$ cat src/sv/idvn_pkg.sv
`timescale 1ns / 1ps
`default_nettype none
package idvn_pkg;

    // fixed formats
    localparam int COORD_FRAC  = 16;
    localparam int BLOCK_BITS  = 30;
    localparam int CONTRIB_EXP = COORD_FRAC + BLOCK_BITS;
    localparam int ACC_W       = 64;
    localparam int SQ_W        = 62;
    localparam int ROOT_W      = 31;
    localparam int OUT_W       = 32;
    localparam int CLZ_W       = 7;
    localparam int CNT_W       = 7;
    localparam int NORM_STEPS  = 6;
    localparam int QDEPTH      = 2;

    typedef enum logic [3:0] {
        S_IDLE,
        S_NORM,
        S_SQ,
        S_SQRT,
        S_ROOT,
        S_DIV,
        S_DIV_DONE,
        S_LAST,
        S_EMIT
    } t_state;

    // which vector or quotient the shared units are working on
    typedef enum logic [1:0] {
        P_FACE,
        P_DIST,
        P_SUM,
        P_CONTRIB
    } t_phase;

    typedef struct packed {
        logic signed [OUT_W-1:0] z;
        logic signed [OUT_W-1:0] y;
        logic signed [OUT_W-1:0] x;
        logic                    degenerate;
    } t_result;

    typedef struct packed {
        logic full;
        logic empty;
    } t_q_status;

endpackage
`default_nettype wire

$ cat src/sv/idvn_front.sv
`timescale 1ns / 1ps
`default_nettype none
module idvn_front #(
    parameter int COORD_WIDTH = 32,
    localparam int MW = COORD_WIDTH + 1,
    localparam int ENTRY_W = 6 * MW + 6,
    localparam int IN_W = ((9 * COORD_WIDTH + 7) / 8) * 8
) (
    input  wire logic               i_valid,
    output logic                    o_ready,
    input  wire logic [IN_W-1:0]    i_data,
    input  wire logic               i_last,
    input  wire idvn_pkg::t_q_status i_q_status,
    output logic                    o_push,
    output logic [ENTRY_W-1:0]      o_entry
);

    logic [COORD_WIDTH-1:0] vtx [3];
    logic [COORD_WIDTH-1:0] cen [3];
    logic [COORD_WIDTH-1:0] nrm [3];
    logic [MW-1:0]          n_ext [3];
    logic [MW-1:0]          d_val [3];
    logic [2:0]             nneg;
    logic                   face_zero;
    logic                   dist_zero;

    assign o_ready = !i_q_status.full;
    assign o_push  = i_valid && o_ready;

    // unpack, form differences and magnitudes, classify zero vectors
    always_comb begin
        face_zero = 1'b1;
        dist_zero = 1'b1;
        o_entry   = '0;
        for (int i = 0; i < 3; i++) begin
            vtx[i]   = i_data[i * COORD_WIDTH +: COORD_WIDTH];
            cen[i]   = i_data[(3 + i) * COORD_WIDTH +: COORD_WIDTH];
            nrm[i]   = i_data[(6 + i) * COORD_WIDTH +: COORD_WIDTH];
            n_ext[i] = {nrm[i][COORD_WIDTH-1], nrm[i]};
            d_val[i] = {vtx[i][COORD_WIDTH-1], vtx[i]} - {cen[i][COORD_WIDTH-1], cen[i]};
            nneg[i]  = nrm[i][COORD_WIDTH-1];
            if (nrm[i] != '0) begin
                face_zero = 1'b0;
            end
            if (d_val[i] != '0) begin
                dist_zero = 1'b0;
            end
            o_entry[i * MW +: MW]       = nneg[i] ? (MW'(0) - n_ext[i]) : n_ext[i];
            o_entry[(3 + i) * MW +: MW] = d_val[i][MW-1] ? (MW'(0) - d_val[i]) : d_val[i];
        end
        o_entry[6 * MW +: 3] = nneg;
        o_entry[6 * MW + 3]  = i_last;
        o_entry[6 * MW + 4]  = face_zero;
        o_entry[6 * MW + 5]  = dist_zero;
    end

endmodule
`default_nettype wire

$ cat config.mk
export PLATFORM = sky130hd
export DESIGN_NAME = idvn_front
export DESIGN_NICKNAME = d
export VERILOG_FILES = /design/src/sv/idvn_pkg.sv /design/src/sv/idvn_front.sv
export SDC_FILE = /design/constraint.sdc
export NUM_CORES = 1
export LEC_CHECK = 0
export ABC_AREA = 1
export BUFFER_PORTS_ARGS = -buffer_cell sky130_fd_sc_hd__buf_2
export CORE_AREA = 2 2 196 198
export DETAILED_ROUTE_END_ITERATION = 8
export DIE_AREA = 0 0 198 200
export PLACE_DENSITY_LB_ADDON = 0.25
export SETUP_SLACK_MARGIN = 0.3
export SYNTH_ARGS = -nofsm -noshare
export SYNTH_HDL_FRONTEND = slang
export SYNTH_SLANG_ARGS = --single-unit
$ cat constraint.sdc
create_clock -name vclk -period 4.4
set_input_delay 0.22 -clock vclk [all_inputs]
set_output_delay 0.22 -clock vclk [all_outputs]
set_load 0.005 [all_outputs]
==> flow_summary.yaml <==
detailed_routing:
  first_pass_iters: 5
  drc: 0
  avgViaCountPerCell: 4.74
  wl_per_cell_um: 14.4
  ant_nets: 0
  vias: 17500
  drt_iter0_drc: 905
  routed_wl_um: 53300
hold_path:
  worstHoldPathType: "input pin to output pin"
die:
  die_y_um: 200
  coreArea_mm2: 0.0374
  start_util_pct: 35.3
  io_pins: 498
  dieArea_mm2: 0.0396
  floorplan.rows: 71
  die_w_um: 198
synth:
  synth-seq-area-share_pct: 0
  synth_top_area_share_pct: 27.5
  synth_area_leader_cell: "nand2_1"
  synth.avg_cell_area_um2: 4.84
  netlist_area_mm2: 0.0132
  synth_cells: 2724
  yosys_warnings: 0
  synthTopCellsByArea: "nand2_1 28%, inv_1 16%, ha_1 9.9%"
  synth_cell_types: 42
job:
  drv_cap: 0
global_route:
  grt_first_pass_wirelength_um: 79800
  grt.overflow.total: 0
  grt_max_degree: 25
  antenna_found_initial: 3
  grt_pass1_vias: 15700
  grt_use_total_pct: 25.3
power_and_ir_drop:
  powerDensity_mw_per_mm2: 174
  p_leak_nw: 10.2
  finalPower_mw: 2.80
  peakVddDrop_mv: 0.0863
timing:
  hold_viol_final: 0
  setup_violations: 0
  slew_viol_final: 0
  setup_tns_ns: 0
  min_period_over_period_pct: 78.2
  fmax_mhz: 291
  layout_min_cycle_time_ns: 3.44
  rsz0062_at_grt: "no"
critical_path:
  crit_type: "input pin to output pin"
  crit_arrival_ns: 3.22
  path_cells: "buf_2 > inv_1 > ha_1 > fa_1 > inv_1 > nand2_1 > nand2_1 > nand3_2 > nand2_2 > nand2_2 > nand2_2 > nand2_1 > nand2_1 > nand2_1 > nand2_1 > nand2_1 > nand2_2 > buf_4 > nand2_1 > xnor2_1 > inv_1 > buf_2"
  critPathTopFamily: "simple AND/OR/NAND/NOR gates"
  crit_path_top_delay_cell: "fa_1"
  crit_buf_inv: 6
  critPathLaunchType: "input pin"
  crit_path_end_kind: "output pin"
  slowest_delay_ns: 0.41
  required_ns: 4.18
  crit_top_cell: "nand2_1"
  crit_path_max_fanout: 16
place:
  gp_congestion: 0.959
  dpl.cell_count: 3702
  dpl.hpwl_um: 48500
  io_buffer_count: 492
clock_network:
  cts_setup_buffers: 0
  cts_hold_buf: 0
  cts_resized: 0
finish:
  flops_and_latches: 0
  n_clock_buffer: 0
  finalNonFillerCells: 3703
  finalNetCount: 3592
  fill_cells: 4446
  area_growth_pct: 22.3
  drive_gt1_share_pct: 19.0
  seq_area_um2: 0
status:
  status: "finished clean"
[power breakdown]
part           internal (mW)  switching [mW]
logic                   1.01            1.80
clock network   0.0000000305               0
registers                  0               0
[cell type report]
cell class / instances / area (um2) / share of cell area (%)
Tap cell: 511 / 639 / 3.96
Inverter: 576 / 2160 / 13.4
Multi-Input combinational cell: 2120 / 10800 / 67.2
Antenna cell: 1 / 2.50 / 0.0155
Timing Repair Buffer: 495 / 2480 / 15.4
[layout by cell type (no fill, tap or decap), drive strengths merged, types with 11 or more instances in the layout]
cell / netlist / layout
xnor2: 45 / 45
nand3: 201 / 201
nand3b: 20 / 20
inv: 575 / 575
xor2: 113 / 113
ha: 104 / 104
nand2: 1018 / 1018
nor3: 46 / 46
o21ai: 69 / 69
buf: 22 / 495
nor2: 334 / 334
nand4: 35 / 35
a21oi: 92 / 92
nor4: 11 / 11
[per-stage QoR]
stage / instance area, um2 / hold WS, ns / util, % / worst slack, ns
finish: 16100 / 0.440 / 43.2 / 0.959
global placement: 16100 / 0.440 / 43.1 / 0.990
floorplan: 13200 / 0.467 / - / 1.80
detailed placement: 16100 / 0.440 / 43.1 / 0.955
CTS: 16100 / 0.440 / 43.1 / 0.942
global route: 16100 / 0.440 / 43.1 / 0.691
[final timing paths]
| kind | slack, ns | from | depth (start not counted) | endpoint |
|---|---|---|---|---|
| min | 0.44 | i_last | 0 | o_entry[201] |
| max | 0.96 | i_data[0] | 22 | o_entry[115] |
[cells in the mapped netlist (2+ instances only)]
cell,number
buf_2,5
nor2_1,308
or2_2,4
nand3_1,190
nand2_1,968
nand2_2,49
o21ai_1,6
nand3_2,10
o21ai_0,63
o31ai_1,2
buf_6,2
nor3_1,42
buf_4,14
a21oi_2,3
inv_2,10
clkbuf_1,8
nand3b_1,20
xor2_1,111
xnor2_1,44
a21oi_1,89
inv_1,565
nor2_4,5
o21bai_1,7
ha_1,104
nor4_1,11
fa_1,3
and2_1,4
nand4_1,35
a31oi_1,4
xor2_4,2
o21a_1,2
nor3_2,4
nor2_2,21
[cell families after synthesis]
| family | Yosys count | share of synthesized area (%) |
|---|---|---|
| AOI/OAI and AO/OA | 178 | 7.12 |
| xor gates and xnor gates | 158 | 10.8 |
| adders and majority gates | 107 | 10.3 |
| buffers and inverters | 606 | 17.8 |
| other | 1 | 0.0284 |
| and+or+nand+nor | 1674 | 53.9 |
[layer usage]
layer | share of wire (%) | vias up | GRT usage, % | wire, um
li1 | - | 9221 | - | -
met1 | 41 | 7623 | 29.3 | 21600
met2 | 47 | 566 | 46.1 | 25100
met3 | 6.4 | 118 | 3.13 | 3420
met4 | 5.8 | 6 | 12.3 | 3110
met5 | 0.088 | - | 0 | 47
(Power assumes the default switching activity.)
