<file path="config.mk">
export PLATFORM = sky130hd
export DESIGN_NAME = idvn_queue
export DESIGN_NICKNAME = d
export VERILOG_FILES = /design/src/sv/idvn_pkg.sv /design/src/sv/idvn_queue.sv
export SDC_FILE = /design/constraint.sdc
export NUM_CORES = 1
export LEC_CHECK = 0
export BUFFER_PORTS_ARGS = -buffer_cell sky130_fd_sc_hd__buf_4
export CORE_UTILIZATION = 40
export CTS_BUF_LIST = sky130_fd_sc_hd__clkbuf_16
export CTS_CLUSTER_DIAMETER = 120
export DETAILED_ROUTE_END_ITERATION = 7
export GPL_ROUTABILITY_DRIVEN = 0
export PLACE_DENSITY = 0.74
export REMOVE_ABC_BUFFERS = 1
export SLEW_MARGIN = 20
export SYNTH_ARGS = -nofsm -noshare
export SYNTH_HDL_FRONTEND = slang
export SYNTH_SLANG_ARGS = --single-unit
</file>
<file path="constraint.sdc">
create_clock -name i_clk -period 29.8 [get_ports i_clk]
set_input_delay 0 -clock i_clk [delete_from_list [all_inputs] [get_ports i_clk]]
set_output_delay 0 -clock i_clk [all_outputs]
set_load 0.1 [all_outputs]
</file>
<file path="src/sv/idvn_pkg.sv">
`timescale 1ns / 1ps
`default_nettype none
package idvn_pkg;

    // fixed formats
    localparam int COORD_FRAC  = 16;
    localparam int BLOCK_BITS  = 30;
    localparam int CONTRIB_EXP = COORD_FRAC + BLOCK_BITS;
    localparam int ACC_W       = 64;
    localparam int SQ_W        = 62;
    localparam int ROOT_W      = 31;
    localparam int OUT_W       = 32;
    localparam int CLZ_W       = 7;
    localparam int CNT_W       = 7;
    localparam int NORM_STEPS  = 6;
    localparam int QDEPTH      = 2;

    typedef enum logic [3:0] {
        S_IDLE,
        S_NORM,
        S_SQ,
        S_SQRT,
        S_ROOT,
        S_DIV,
        S_DIV_DONE,
        S_LAST,
        S_EMIT
    } t_state;

    // which vector or quotient the shared units are working on
    typedef enum logic [1:0] {
        P_FACE,
        P_DIST,
        P_SUM,
        P_CONTRIB
    } t_phase;

    typedef struct packed {
        logic signed [OUT_W-1:0] z;
        logic signed [OUT_W-1:0] y;
        logic signed [OUT_W-1:0] x;
        logic                    degenerate;
    } t_result;

    typedef struct packed {
        logic full;
        logic empty;
    } t_q_status;

endpackage
`default_nettype wire

</file>
<file path="src/sv/idvn_queue.sv">
`timescale 1ns / 1ps
`default_nettype none
module idvn_queue #(
    parameter int WIDTH = 204
) (
    input  wire logic               i_clk,
    input  wire logic               i_rst_n,
    input  wire logic               i_push,
    input  wire logic [WIDTH-1:0]   i_data,
    input  wire logic               i_pop,
    output logic [WIDTH-1:0]        o_data,
    output idvn_pkg::t_q_status     o_status
);

    localparam int PTR_W = (idvn_pkg::QDEPTH > 1) ? $clog2(idvn_pkg::QDEPTH) : 1;
    localparam int CNT_W = $clog2(idvn_pkg::QDEPTH + 1);

    logic [WIDTH-1:0] r_mem [idvn_pkg::QDEPTH];
    logic [PTR_W-1:0] r_wp;
    logic [PTR_W-1:0] r_rp;
    logic [CNT_W-1:0] r_cnt;

    assign o_data         = r_mem[r_rp];
    assign o_status.full  = (r_cnt == CNT_W'(idvn_pkg::QDEPTH));
    assign o_status.empty = (r_cnt == '0);

    // pointers and fill count
    always_ff @(posedge i_clk) begin
        if (!i_rst_n) begin
            r_wp  <= '0;
            r_rp  <= '0;
            r_cnt <= '0;
        end else begin
            if (i_push) begin
                r_wp <= (r_wp == PTR_W'(idvn_pkg::QDEPTH - 1)) ? '0 : r_wp + 1'b1;
            end
            if (i_pop) begin
                r_rp <= (r_rp == PTR_W'(idvn_pkg::QDEPTH - 1)) ? '0 : r_rp + 1'b1;
            end
            if (i_push && !i_pop) begin
                r_cnt <= r_cnt + 1'b1;
            end else if (!i_push && i_pop) begin
                r_cnt <= r_cnt - 1'b1;
            end
        end
    end

    // storage
    always_ff @(posedge i_clk) begin
        if (i_push) begin
            r_mem[r_wp] <= i_data;
        end
    end

endmodule
`default_nettype wire

</file>
==> flow_metrics.tcl <==
set metrics [dict create \
    yosys_register_bits 413 \
    p_per_area_nw_per_um2 69.7 \
    die_y_um 199 \
    period_share 0.102 \
    root_buffer "clkbuf_16" \
    netlist_area_sq_um 15600 \
    synth-simple-area-share 0.00345 \
    cts_buffer_depth 3 \
    grt_usage 0.171 \
    slew_headroom 0.270 \
    crit_path_top_delay_cell "buf_4" \
    dr.pass1.iters 4 \
    synthTopCellsByArea "edfxtp_1, mux2_4, mux2_2" \
    drtIter0Drc 268 \
    dieArea_sq_um 39800 \
    hold_end "r_mem[0][5]" \
    antenna_found_initial 6 \
    num_io_pins 414 \
    worst_slew_pin_slew_ns 1.10 \
    min_period_ns 3.03 \
    rsz0062_at_grt "false" \
    die_w_um 199 \
    worst-setup-path-type "flop to output pin" \
    syn_area_per_cell_sq_um 23.7 \
    hold_class "input port to flop" \
    synth_mux_area_frac 0.186 \
    hpwl_um 21000 \
    ys_seq_area_frac 0.792 \
    grt_first_pass_wirelength_um 50800 \
    multi_input_area_sq_um 3020 \
    crit_path_max_incr_delay_ns 0.90 \
    cts_tree "built" \
    synth_fa_ha_area_frac 0.000802 \
    worstSkewPairLatency_ns 0.55 \
    holdCritStartpoint "i_data[5]" \
    path_cells "buf_4 > mux2_2 > buf_4" \
    numCtsBuffers 42 \
    start_kind "flop" \
    nets 1517 \
    ff_latch_area_sq_um 12400 \
    r2r-end "r_mem[1][143]" \
    synthXorXnorAreaFrac 0.00168 \
    setup_viol 0 \
    grt_max_degree 79 \
    syn_to_final_growth_pct 44.9 \
    htreeDepth 2 \
    fillers 2710 \
    cp_data_arrival_time_ns 3.03 \
    r2r_cells 3 \
    vias 8508 \
    final_antenna_net_count 0 \
    overflow 0 \
    synthCells 657 \
    critPathMaxFanout 61 \
    timing.rr.start "r_wp" \
    dp_slack_ns 27.15 \
    synth_top_area_frac 0.785 \
    synth_top_family_by_area "multiplexers" \
    tns_ns 0 \
    wl_um 35100 \
    required_ns 29.80 \
    synth_compound_area_frac 0.00128 \
    postCtsResizedCells 0 \
    viasPerCell 4.58 \
    max_cap_viol_count 0 \
    slew_viol_final 0 \
    post-route-drc-count 0 \
    fin_worst_skew_ns 0.0193 \
    path_buf_inv 2 \
    fin_ws_ns 26.77 \
    final_cell_mix "buf_4, edfxtp_1, dlygate4sd3_1" \
    cpLargestDelayFamily "buffers and inverters" \
    hold_path_depth 2 \
    fp-row-count 71 \
    portBuffers 413 \
    path_clk_slew_ns 0.06 \
    wl_per_cell_um 18.9 \
    fmax_mhz 330 \
    cts.sinks 413 \
    grt_pass1_vias 9253 \
    end_kind "output pin" \
    cp_common_cell "buf_4" \
    core_area_sq_um 38000 \
    final_common_cell "buf_4" \
    ir_drop_mv 0.0541 \
    yosysUniqueCellTypes 17 \
    outcome "finished clean" \
    yosys.area.top_type "edfxtp_1" \
    layout-drive-gt1-share 0.512 \
    r2r_slack_ns 27.16 \
    initial_core_util 0.410 \
    finalHoldViolCount 0 \
    p_leak_uw 0.00888 \
    ys_warn_count 0 \
]
-- kinds of logic after synthesis --
kind of cell | after synthesis
buffers and inverters | 24
adders and majority gates | 1
and+or+nand+nor | 9
DFF | 413
muxes | 204
AOI/OAI and AO/OA | 3
xor gates and xnor gates | 3
-- Yosys cell counts --
| master | count |
|---|---|
| o21ai_0 | 1 |
| nor2_1 | 1 |
| xnor2_1 | 1 |
| dfxtp_1 | 5 |
| mux2_2 | 44 |
| or3_1 | 1 |
| buf_6 | 19 |
| nor2b_1 | 3 |
| inv_1 | 1 |
| xor2_1 | 2 |
| a21boi_0 | 1 |
| mux2_4 | 160 |
| edfxtp_1 | 408 |
| o21a_1 | 1 |
| and2_1 | 4 |
| ha_1 | 1 |
| buf_2 | 4 |
-- what timing repair did --
item	CTS	global route
buffers inserted	0	0
endpoints found under the hold margin	413	0
hold buffers	208	0
-- layer usage --
| layer | GRT usage | share of wire |
|---|---|---|
| met1 | 0.187 | 0.37 |
| met3 | 0.0489 | 0.070 |
| met4 | 0.0814 | 0.031 |
| met2 | 0.304 | 0.53 |
| met5 | 0 | 0.00037 |
-- sequential cells by signal, indices dropped and copies added (netlist names), named ones only --
name / cells
r_mem: 408
r_wp: 1
r_rp: 1
r_cnt: 2
-- power breakdown --
part / switching (uW) / internal, uW / leakage [uW]
Combinational: 277 / 116 / 0.00432
Clock: 211 / 289 / 0.000680
Sequential: 10.5 / 672 / 0.00387
-- worst reg2reg max path, stage by stage (launching register included) --
cell and delay [ns]:
dfxtp_1 0.39, and2_4 0.38, buf_4 0.73, buf_4 0.71
-- cell type report --
type / instances / area share
Sequential cell: 413 / 0.547
Timing Repair Buffer: 630 / 0.232
Multi-Input combinational cell: 220 / 0.134
Clock buffer: 45 / 0.0498
Tap cell: 511 / 0.0283
Clock inverter: 32 / 0.00863
Antenna cell: 5 / 0.000553
Inverter: 1 / 0.000166
-- how the worst max path moves through the flow --
stage,endpoint,cells after the start
after global placement,r_mem[1][147],3
after floorplan,r_wp,2
after global routing,o_data[196],3
final,o_data[196],3
after detailed placement,r_mem[1][102],3
after CTS,o_data[188],3
-- metrics by stage --
stage                     utilization  instances  power, uW  instance area [sq um]  hold WS [ns]
after floorplan                     -        634       1010                  15400        0.0989
after global placement          0.505       1567       1060                  19200         0.185
after detailed placement        0.505       1567       1060                  19200         0.187
after CTS                       0.594       1852       1590                  22600         0.127
after global routing            0.595       1856       1630                  22600         0.145
final                           0.595       1857       1580                  22600         0.172
Power figures use the tool's default switching activity.
